===== src/rtl/ffha_pkg.sv =====
// ----------------------------------------------------------------------------
// ffha_pkg
// Types and constants shared by the heap allocator controller and datapath.
// ----------------------------------------------------------------------------
package ffha_pkg;

    localparam int unsigned HEAP_UNITS   = 65536;
    localparam int unsigned UNIT_W       = 16;
    localparam int unsigned TOP_W        = 17;
    localparam int unsigned SIZE_W       = 18;
    localparam int unsigned LIMIT_W      = 17;
    localparam int unsigned PTR_W        = 19;
    localparam int unsigned ADDR_W       = 19;
    localparam int unsigned REQ_W        = 20;
    localparam int unsigned STEPS_W      = 17;
    localparam int unsigned HEADER_UNITS = 3;
    localparam int unsigned INIT_UNITS   = 512;
    localparam int unsigned SPLIT_SPARE  = 2;

    // result status codes
    typedef enum logic [2:0] {
        ST_ALLOC = 3'd0,
        ST_ZERO  = 3'd1,
        ST_OOM   = 3'd2,
        ST_FREED = 3'd3,
        ST_NULL  = 3'd4
    } t_status;

    // one block header as held in the header memory
    typedef struct packed {
        logic [SIZE_W-1:0] size;
        logic [UNIT_W-1:0] next;
        logic              is_free;
        logic              next_valid;
    } t_hdr;

    // datapath micro-operations issued by the controller
    typedef enum logic [4:0] {
        OP_NOP,
        OP_LOAD,
        OP_RD_B,
        OP_INIT,
        OP_WALK_BEGIN,
        OP_RD_WALK,
        OP_ADVANCE,
        OP_GROW,
        OP_SPLIT,
        OP_LINK,
        OP_TAKE,
        OP_MARK,
        OP_RD_CUR,
        OP_CAPTURE,
        OP_RD_NXT,
        OP_MERGE,
        OP_SCAN_WR,
        OP_RET_ALLOC,
        OP_RET_ZERO,
        OP_RET_OOM,
        OP_RET_FREED,
        OP_RET_NULL
    } t_op;

    // datapath flags seen by the controller
    typedef struct packed {
        logic act;
        logic size_zero;
        logic addr_zero;
        logic ready;
        logic init_ok;
        logic walk_more;
        logic fit;
        logic split_ok;
        logic grow_ok;
        logic cur_ok;
        logic hdr_ok;
        logic hdr_free;
        logic nxt_ok;
        logic nxt_merge;
    } t_dp_stat;

endpackage


===== src/rtl/ffha_ctrl.sv =====
// ----------------------------------------------------------------------------
// ffha_ctrl
// Sequencer for allocate and free: walks the free list and the heap scan by
// issuing one datapath operation per cycle.
// ----------------------------------------------------------------------------
module ffha_ctrl (
    input  logic              i_clk,
    input  logic              i_rst_n,
    input  logic              i_start,
    input  ffha_pkg::t_dp_stat i_stat,
    output ffha_pkg::t_op     o_op,
    output logic              o_busy
);
    import ffha_pkg::*;

    typedef enum logic [3:0] {
        S_IDLE,
        S_DECODE,
        S_AL_CHECK,
        S_AL_TEST,
        S_AL_LINK,
        S_AL_TAKE,
        S_RET_ALLOC,
        S_FR_MARK,
        S_SC_CHECK,
        S_SC_TEST,
        S_SC_MCHK,
        S_SC_MTEST,
        S_SC_WRITE
    } t_state;

    t_state r_state;
    t_state n_state;
    t_op    n_op;

    // next state and operation
    always_comb begin
        n_state = r_state;
        n_op    = OP_NOP;
        unique case (r_state)
            S_IDLE: begin
                if (i_start) begin
                    n_op    = OP_LOAD;
                    n_state = S_DECODE;
                end
            end
            S_DECODE: begin
                if (i_stat.act) begin
                    if (i_stat.addr_zero) begin
                        n_op    = OP_RET_NULL;
                        n_state = S_IDLE;
                    end else begin
                        n_op    = OP_RD_B;
                        n_state = S_FR_MARK;
                    end
                end else if (i_stat.size_zero) begin
                    n_op    = OP_RET_ZERO;
                    n_state = S_IDLE;
                end else if (!i_stat.ready && i_stat.init_ok) begin
                    // set up the initial block, then come back here
                    n_op = OP_INIT;
                end else if (!i_stat.ready) begin
                    n_op    = OP_RET_OOM;
                    n_state = S_IDLE;
                end else begin
                    n_op    = OP_WALK_BEGIN;
                    n_state = S_AL_CHECK;
                end
            end
            S_AL_CHECK: begin
                if (i_stat.walk_more) begin
                    n_op    = OP_RD_WALK;
                    n_state = S_AL_TEST;
                end else if (i_stat.grow_ok) begin
                    n_op    = OP_GROW;
                    n_state = S_RET_ALLOC;
                end else begin
                    n_op    = OP_RET_OOM;
                    n_state = S_IDLE;
                end
            end
            S_AL_TEST: begin
                if (i_stat.fit) begin
                    n_op    = i_stat.split_ok ? OP_SPLIT : OP_NOP;
                    n_state = S_AL_LINK;
                end else begin
                    n_op    = OP_ADVANCE;
                    n_state = S_AL_CHECK;
                end
            end
            S_AL_LINK: begin
                n_op    = OP_LINK;
                n_state = S_AL_TAKE;
            end
            S_AL_TAKE: begin
                n_op    = OP_TAKE;
                n_state = S_RET_ALLOC;
            end
            S_RET_ALLOC: begin
                n_op    = OP_RET_ALLOC;
                n_state = S_IDLE;
            end
            S_FR_MARK: begin
                n_op    = OP_MARK;
                n_state = S_SC_CHECK;
            end
            S_SC_CHECK: begin
                if (i_stat.cur_ok) begin
                    n_op    = OP_RD_CUR;
                    n_state = S_SC_TEST;
                end else begin
                    n_op    = OP_RET_FREED;
                    n_state = S_IDLE;
                end
            end
            S_SC_TEST: begin
                if (!i_stat.hdr_ok) begin
                    n_op    = OP_RET_FREED;
                    n_state = S_IDLE;
                end else begin
                    n_op    = OP_CAPTURE;
                    n_state = i_stat.hdr_free ? S_SC_MCHK : S_SC_WRITE;
                end
            end
            S_SC_MCHK: begin
                if (i_stat.nxt_ok) begin
                    n_op    = OP_RD_NXT;
                    n_state = S_SC_MTEST;
                end else begin
                    n_state = S_SC_WRITE;
                end
            end
            S_SC_MTEST: begin
                if (i_stat.nxt_merge) begin
                    n_op    = OP_MERGE;
                    n_state = S_SC_MCHK;
                end else begin
                    n_state = S_SC_WRITE;
                end
            end
            S_SC_WRITE: begin
                n_op    = OP_SCAN_WR;
                n_state = S_SC_CHECK;
            end
            default: begin
                n_state = S_IDLE;
            end
        endcase
    end

    // state register
    always_ff @(posedge i_clk) begin
        if (!i_rst_n) begin
            r_state <= S_IDLE;
        end else begin
            r_state <= n_state;
        end
    end

    assign o_op   = n_op;
    assign o_busy = (r_state != S_IDLE);

endmodule


===== config.mk =====
export PLATFORM = sky130hd
export DESIGN_NAME = ffha_ctrl
export DESIGN_NICKNAME = d
export VERILOG_FILES = /design/src/rtl/ffha_pkg.sv /design/src/rtl/ffha_ctrl.sv
export SDC_FILE = /design/constraint.sdc
export NUM_CORES = 1
export LEC_CHECK = 0
export CORE_AREA = 2 2 39 41
export CTS_CLUSTER_SIZE = 8
export DETAILED_ROUTE_END_ITERATION = 7
export DIE_AREA = 0 0 41 43
export DONT_BUFFER_PORTS = 1
export PLACE_DENSITY_LB_ADDON = 0.25
export SYNTH_ARGS = -nofsm -noshare
export SYNTH_HDL_FRONTEND = slang
export SYNTH_SLANG_ARGS = --single-unit

===== constraint.sdc =====
create_clock -name i_clk -period 1.7 [get_ports i_clk]
set_input_delay 0.34 -clock i_clk [delete_from_list [all_inputs] [get_ports i_clk]]
set_output_delay 0.34 -clock i_clk [all_outputs]
set_load 0.1 [all_outputs]

==> impl_metrics.yaml, run 1 <==
clock_tree:
  clock_sinks: 4
  path_clk_slew_ns: 0.04
  cts_tree: "built"
  clkLatencyLatePin_ns: 0.24
  numCtsBuffers: 3
  clk_path_buf_depth: 2
  cts-root-buf: "clkbuf_4"
  htree_levels: 1
route:
  m1WireLength_um: 910
  detail-route-antenna-nets: 0
  drc_errors: 0
  top_layer: "met4"
  wl_per_cell_um: 16.2
  first_iter_violations: 14
  met3_length_um: 119
  wl_met2_mm: 1.03
  routed-via-count: 790
  routed_wl_mm: 2.08
  dr.pass1.iters: 7
  via_per_inst: 6.17
yosys:
  synth_ff_type: "dfxtp_1"
  mappedNetlistArea_um2: 659
  netlist.area_leader.share: 0.121
  yosysSeqAreaShare: 0.121
  yosysTopAreaCell: "dfxtp_1"
  syn_nets: 108
  ys_warn_count: 0
  synth_edf_count: 0
  synth_area_per_cell_um2: 7.25
  synthCells: 91
  synthArstFlopShare: 0
  synth_cell_type_count: 40
  ys_ff_latch: 4
  synthTopCellsByArea: "dfxtp_1, mux2_2, nor2_1"
placement:
  dp_hpwl_mm: 1.65
  place_inst: 124
  gp_congestion: 0.879
  portBuffers: 0
finish:
  top_regs: "r_state (4)"
  layout_common_cells: "buf_4, nor2_1, inv_1, nand3_1, o21ai_0"
  fin_nets: 131
  drive_gt1_frac: 0.455
  final_common_cell: "buf_4"
  fill_cells: 108
  n_antenna_cell: 0
  regMostFlops: "r_state"
  area_growth_pct: 53.9
  postLayoutCoreUtil: 0.733
  layout.cells.non_filler: 128
  largest_reg_flops: 4
critical_path:
  crit_family: "buffers and inverters"
  crit_path_end_kind: "primary output"
  r2r-end: "r_state[2]"
  crit_type: "reg2out"
  critPathLaunchType: "flop"
  reg2regPathDepth: 6
  r2r_slack_ns: 0.23
  crit_slowest_cell: "dfxtp_4"
  max_stage_delay_ns: 0.37
  worstPathRequired_ns: 1.36
  cp_num_buf_inv: 2
  crit_fanout: 6
  cp_cell_sequence: "buf_4 > and2b_2 > nand2_2 > o211ai_1 > clkbuf_16"
  reg2reg_from: "r_state[0]"
  cp.arrival_ns: 1.64
  crit_start: "r_state[0]"
sta:
  fin_crit_sh: 1.16
  setup_viol_count_final: 5
  fin_crit_ns: 1.98
  slew_viol_final: 0
  fmax_ghz: 0.506
  hold_viol: 0
  rsz0062_at_grt: "true"
  fin_ws_ns: -0.278
  fin_skew_ns: 0.00632
  worst_pin_slew_ns: 0.326
  slew_headroom: 0.780
  tns_ns: -1.21
min_path:
  hold_depth: 1
  min-delay-path-class: "in2reg"
  min_to: "r_state[2]"
  min-delay-start: "i_rst_n"
floorplan:
  die_x_um: 41
  ios: 23
  initial_utilization: 0.476
  die_h_um: 43
  core_mm2: 0.00138
  die_area_mm2: 0.00176
  rows: 14
grt:
  grt.overflow.total: 0
  grt_pass1_vias: 728
  grt.total_usage: 0.255
  grt_max_degree: 11
  grt_pass1_wl_mm: 3.14
  grt_antenna_before_repair: 0
power_and_ir_drop:
  irDropWorstVdd_uv: 724
  power_mw: 0.877
  p_per_area_mw_per_mm2: 864
  leakage_nw: 0.399
status:
  status: "complete, but fails checks"
  violations: "setup timing"
flow_run:
  cap_violations: 0
## through the flow
| step | area, um2 | hold slack (ns) | worst slack, ns |
|---|---|---|---|
| 6_report | 1010 | 0.228 | -0.278 |
| 5_1_grt | 1010 | 0.224 | -0.302 |
| 4_1_cts | 1000 | 0.224 | -0.261 |
| 3_5_place_dp | 947 | 0.468 | -0.0601 |
| 3_3_place_gp | 947 | 0.466 | -0.0290 |
| 2_1_floorplan | 734 | 0.462 | -0.723 |
## how the worst max path moves through the flow
stage / to / slack [ns] / cells after the start
2_1_floorplan: o_op[0] / -0.72 / 3
3_3_place_gp: o_op[3] / -0.03 / 5
3_5_place_dp: o_op[3] / -0.06 / 5
4_1_cts: o_op[4] / -0.26 / 5
5_1_grt: o_op[3] / -0.30 / 5
6_report: o_op[0] / -0.28 / 5
## cell families (layout without fill, tap and decap cells)
logic type	count (synthesis)	after routing	share of synthesized area
DFF	4	4	0.121
muxes	5	5	0.0835
and+or+nand+nor	38	38	0.338
AOI/OAI and AO/OA	30	30	0.326
buffers and inverters	13	34	0.118
xor gates and xnor gates	1	1	0.0133
## layout make-up
cell class | count | area, um2 | share of cell area
repair buffers | 25 | 255 | 0.252
flip-flops and latches | 4 | 85.1 | 0.0838
inverters | 6 | 22.5 | 0.0222
multi-input cells | 74 | 609 | 0.600
clock buffers | 3 | 22.5 | 0.0222
well taps | 16 | 20.0 | 0.0197
## what timing repair did
action	in CTS	in global routing
endpoints found under the setup margin	5	5
hold buffers	0	0
setup buffers	1	0
pin swaps	4	2
resized for setup	7	2
## power breakdown
| part | internal, mW | total, mW | switching [mW] | leakage (nW) |
|---|---|---|---|---|
| sequential | 0.106 | 0.119 | 0.0131 | 0.0337 |
| combinational | 0.247 | 0.636 | 0.389 | 0.352 |
| clock | 0.0793 | 0.122 | 0.0426 | 0.0138 |
| total | 0.432 | 0.877 | 0.445 | 0.399 |
## routing by layer
metal / vias to the layer above / GRT usage
li1: 384 / -
met1: 368 / 0.356
met2: 34 / 0.413
met3: 4 / 0.0262
met4: 0 / 0.0400
met5: - / 0
## worst register-to-register path: cells and delay by family, from the launching register on
kind	cells	cell delay [ns]
AO/OA/AOI/OAI	2	0.37
flip-flops	1	0.36
buffers and inverters	2	0.33
AND/OR/NAND/NOR	2	0.30
## cell usage after synthesis (all sizes together), types with 2 or more instances
library cell / instances
nand2b: 2
inv: 6
nor2: 10
dfxtp: 4
a22oi: 4
nand3: 7
buf: 7
nand2: 4
mux2: 4
a21oi: 7
and2b: 2
a31oi: 2
nor4b: 2
o21ai: 7
o221ai: 3
nor3: 2
Power figures use the tool's default switching activity.
==> run 2: changes to the inputs <==
--- a/config.mk
+++ b/config.mk
@@ -5,10 +5,9 @@
 export SDC_FILE = /design/constraint.sdc
 export NUM_CORES = 1
 export LEC_CHECK = 0
-export CORE_AREA = 2 2 39 41
+export CORE_UTILIZATION = 35
 export CTS_CLUSTER_SIZE = 8
 export DETAILED_ROUTE_END_ITERATION = 7
-export DIE_AREA = 0 0 41 43
 export DONT_BUFFER_PORTS = 1
 export PLACE_DENSITY_LB_ADDON = 0.25
 export SYNTH_ARGS = -nofsm -noshare
==> constraint.sdc (replaced) <==
create_clock -name i_clk -period 1.81 [get_ports i_clk]
set_input_delay 0.362 -clock i_clk [delete_from_list [all_inputs] [get_ports i_clk]]
set_output_delay 0.362 -clock i_clk [all_outputs]
set_load 0.1 [all_outputs]
==> impl_metrics.yaml, run 2 (synthesis gave the netlist of run 1 again) <==
min_path:
  min_to: "r_state[3]"
  min-delay-start: "i_rst_n"
  hold_depth: 1
  min-delay-path-class: "in2reg"
power_and_ir_drop:
  p_per_area_mw_per_mm2: 789
  leakage_nw: 0.429
  irDropWorstVdd_uv: 435
  power_mw: 0.878
placement:
  dp_hpwl_mm: 1.50
  portBuffers: 0
  dpl_cell_area_um2: 937
  gp_congestion: 0.867
  place_inst: 128
finish:
  drive_gt1_frac: 0.487
  fin_nets: 134
  top_regs: "r_state (4)"
  final_common_cell: "buf_4"
  regMostFlops: "r_state"
  fill_cells: 136
  postLayoutCoreUtil: 0.637
  n_antenna_cell: 0
  layout.cells.non_filler: 140
  largest_reg_flops: 4
  layout_common_cells: "buf_4, nor2_1, inv_1, nand3_1, buf_12"
  fin_area_mm2: 0.00111
  area_growth_pct: 68.7
critical_path:
  crit_slowest_cell: "dfxtp_4"
  crit_type: "reg2out"
  crit_path_end_kind: "primary output"
  r2r-end: "r_state[2]"
  reg2reg_from: "r_state[0]"
  worstPathRequired_ns: 1.45
  crit_fanout: 4
  reg2regPathDepth: 7
  cp_cell_sequence: "mux2_4 > and3_4 > buf_6 > a21oi_4 > o221ai_2 > buf_12"
  r2r_slack_ns: 0.25
  cp.arrival_ns: 1.64
  crit_start: "r_state[0]"
  critPathLaunchType: "flop"
  max_stage_delay_ns: 0.36
sta:
  rsz0062_at_grt: "true"
  setup_viol_count_final: 5
  worst_pin_slew_ns: 0.371
  fin_skew_ns: 0.00315
  slew_headroom: 0.749
  slew_viol_final: 0
  hold_viol: 0
  fmax_ghz: 0.500
  fin_crit_sh: 1.10
  fin_crit_ns: 2.00
  fin_ws_ns: -0.188
clock_tree:
  numCtsBuffers: 3
  clock_sinks: 4
  cts-root-buf: "clkbuf_4"
  cts_hold_buf: 0
  clkLatencyLatePin_ns: 0.24
  clk_path_buf_depth: 2
  path_clk_slew_ns: 0.04
  cts_tree: "built"
  htree_levels: 1
floorplan:
  die_x_um: 45.4
  initial_utilization: 0.378
  core_mm2: 0.00175
  die_area_mm2: 0.00206
  ios: 23
  die_h_um: 45.4
  rows: 15
route:
  via_per_inst: 5.69
  routed-via-count: 796
  wl_per_cell_um: 15.3
  detail-route-antenna-nets: 0
  drc_errors: 0
  dr.pass1.iters: 4
  routed_wl_mm: 2.14
  first_iter_violations: 22
grt:
  grt_pass1_vias: 808
  grt.overflow.total: 0
  grt.total_usage: 0.229
  grt_pass1_wl_mm: 3.42
  grt_antenna_before_repair: 0
  grt_max_degree: 14
flow_run:
  cap_violations: 0
status:
  violations: "setup timing"
  status: "complete, but fails checks"
## run 2: what timing repair did
action / CTS / global route
buffers inserted: 8 / 1
endpoints found under the hold margin: 0 / 0
setup endpoints to repair: 5 / 5
pin swaps: 4 / 2
resized for setup: 16 / 3
## run 2: how the worst max path moves through the flow
stage                     depth (start not counted)      end  slack [ns]
after CTS                                         6  o_op[2]       -0.18
final                                             6  o_op[2]       -0.19
after detailed placement                          5  o_op[3]       -0.02
after floorplan                                   3  o_op[0]       -0.63
after global routing                              6  o_op[2]       -0.23
after global placement                            5  o_op[3]      -0.007
## run 2: cell type report
class | count | area [um2] | area share
tap | 25 | 31.3 | 0.0281
inverter | 6 | 22.5 | 0.0202
multi-input combinational | 74 | 637 | 0.573
sequential | 4 | 85.1 | 0.0765
clock buffer | 3 | 22.5 | 0.0202
timing repair buffer | 28 | 314 | 0.282
## run 2: per-stage QoR
step                      hold WS (ns)  setup slack [ns]  setup TNS, ns
final                            0.252            -0.188         -0.673
after global routing             0.254            -0.233         -0.916
after CTS                        0.249            -0.175         -0.679
after detailed placement         0.497           -0.0207        -0.0207
after global placement           0.487          -0.00683       -0.00683
after floorplan                  0.484            -0.635          -1.00
## run 2: worst max-delay path: cells and delay by family (launching register included)
family / cells / cell delay, ns
DFF: 1 / 0.36
buffers and inverters: 2 / 0.32
muxes: 1 / 0.30
AOI/OAI and AO/OA: 2 / 0.26
and+or+nand+nor: 1 / 0.17
## run 2: layer usage
metal / track usage / vias up / share of wire
li1: - / 390 / -
met1: 0.296 / 365 / 0.44
met2: 0.351 / 35 / 0.48
met3: 0.0437 / 6 / 0.061
met4: 0.133 / 0 / 0.020
met5: 0 / - / 0
## run 2: report_power, final
group,leakage [nW],total [mW],switching (mW),internal [mW]
combinational,0.382,0.656,0.378,0.278
clock,0.0138,0.113,0.0382,0.0743
sequential,0.0337,0.109,0.0103,0.0992
total,0.429,0.878,0.427,0.451
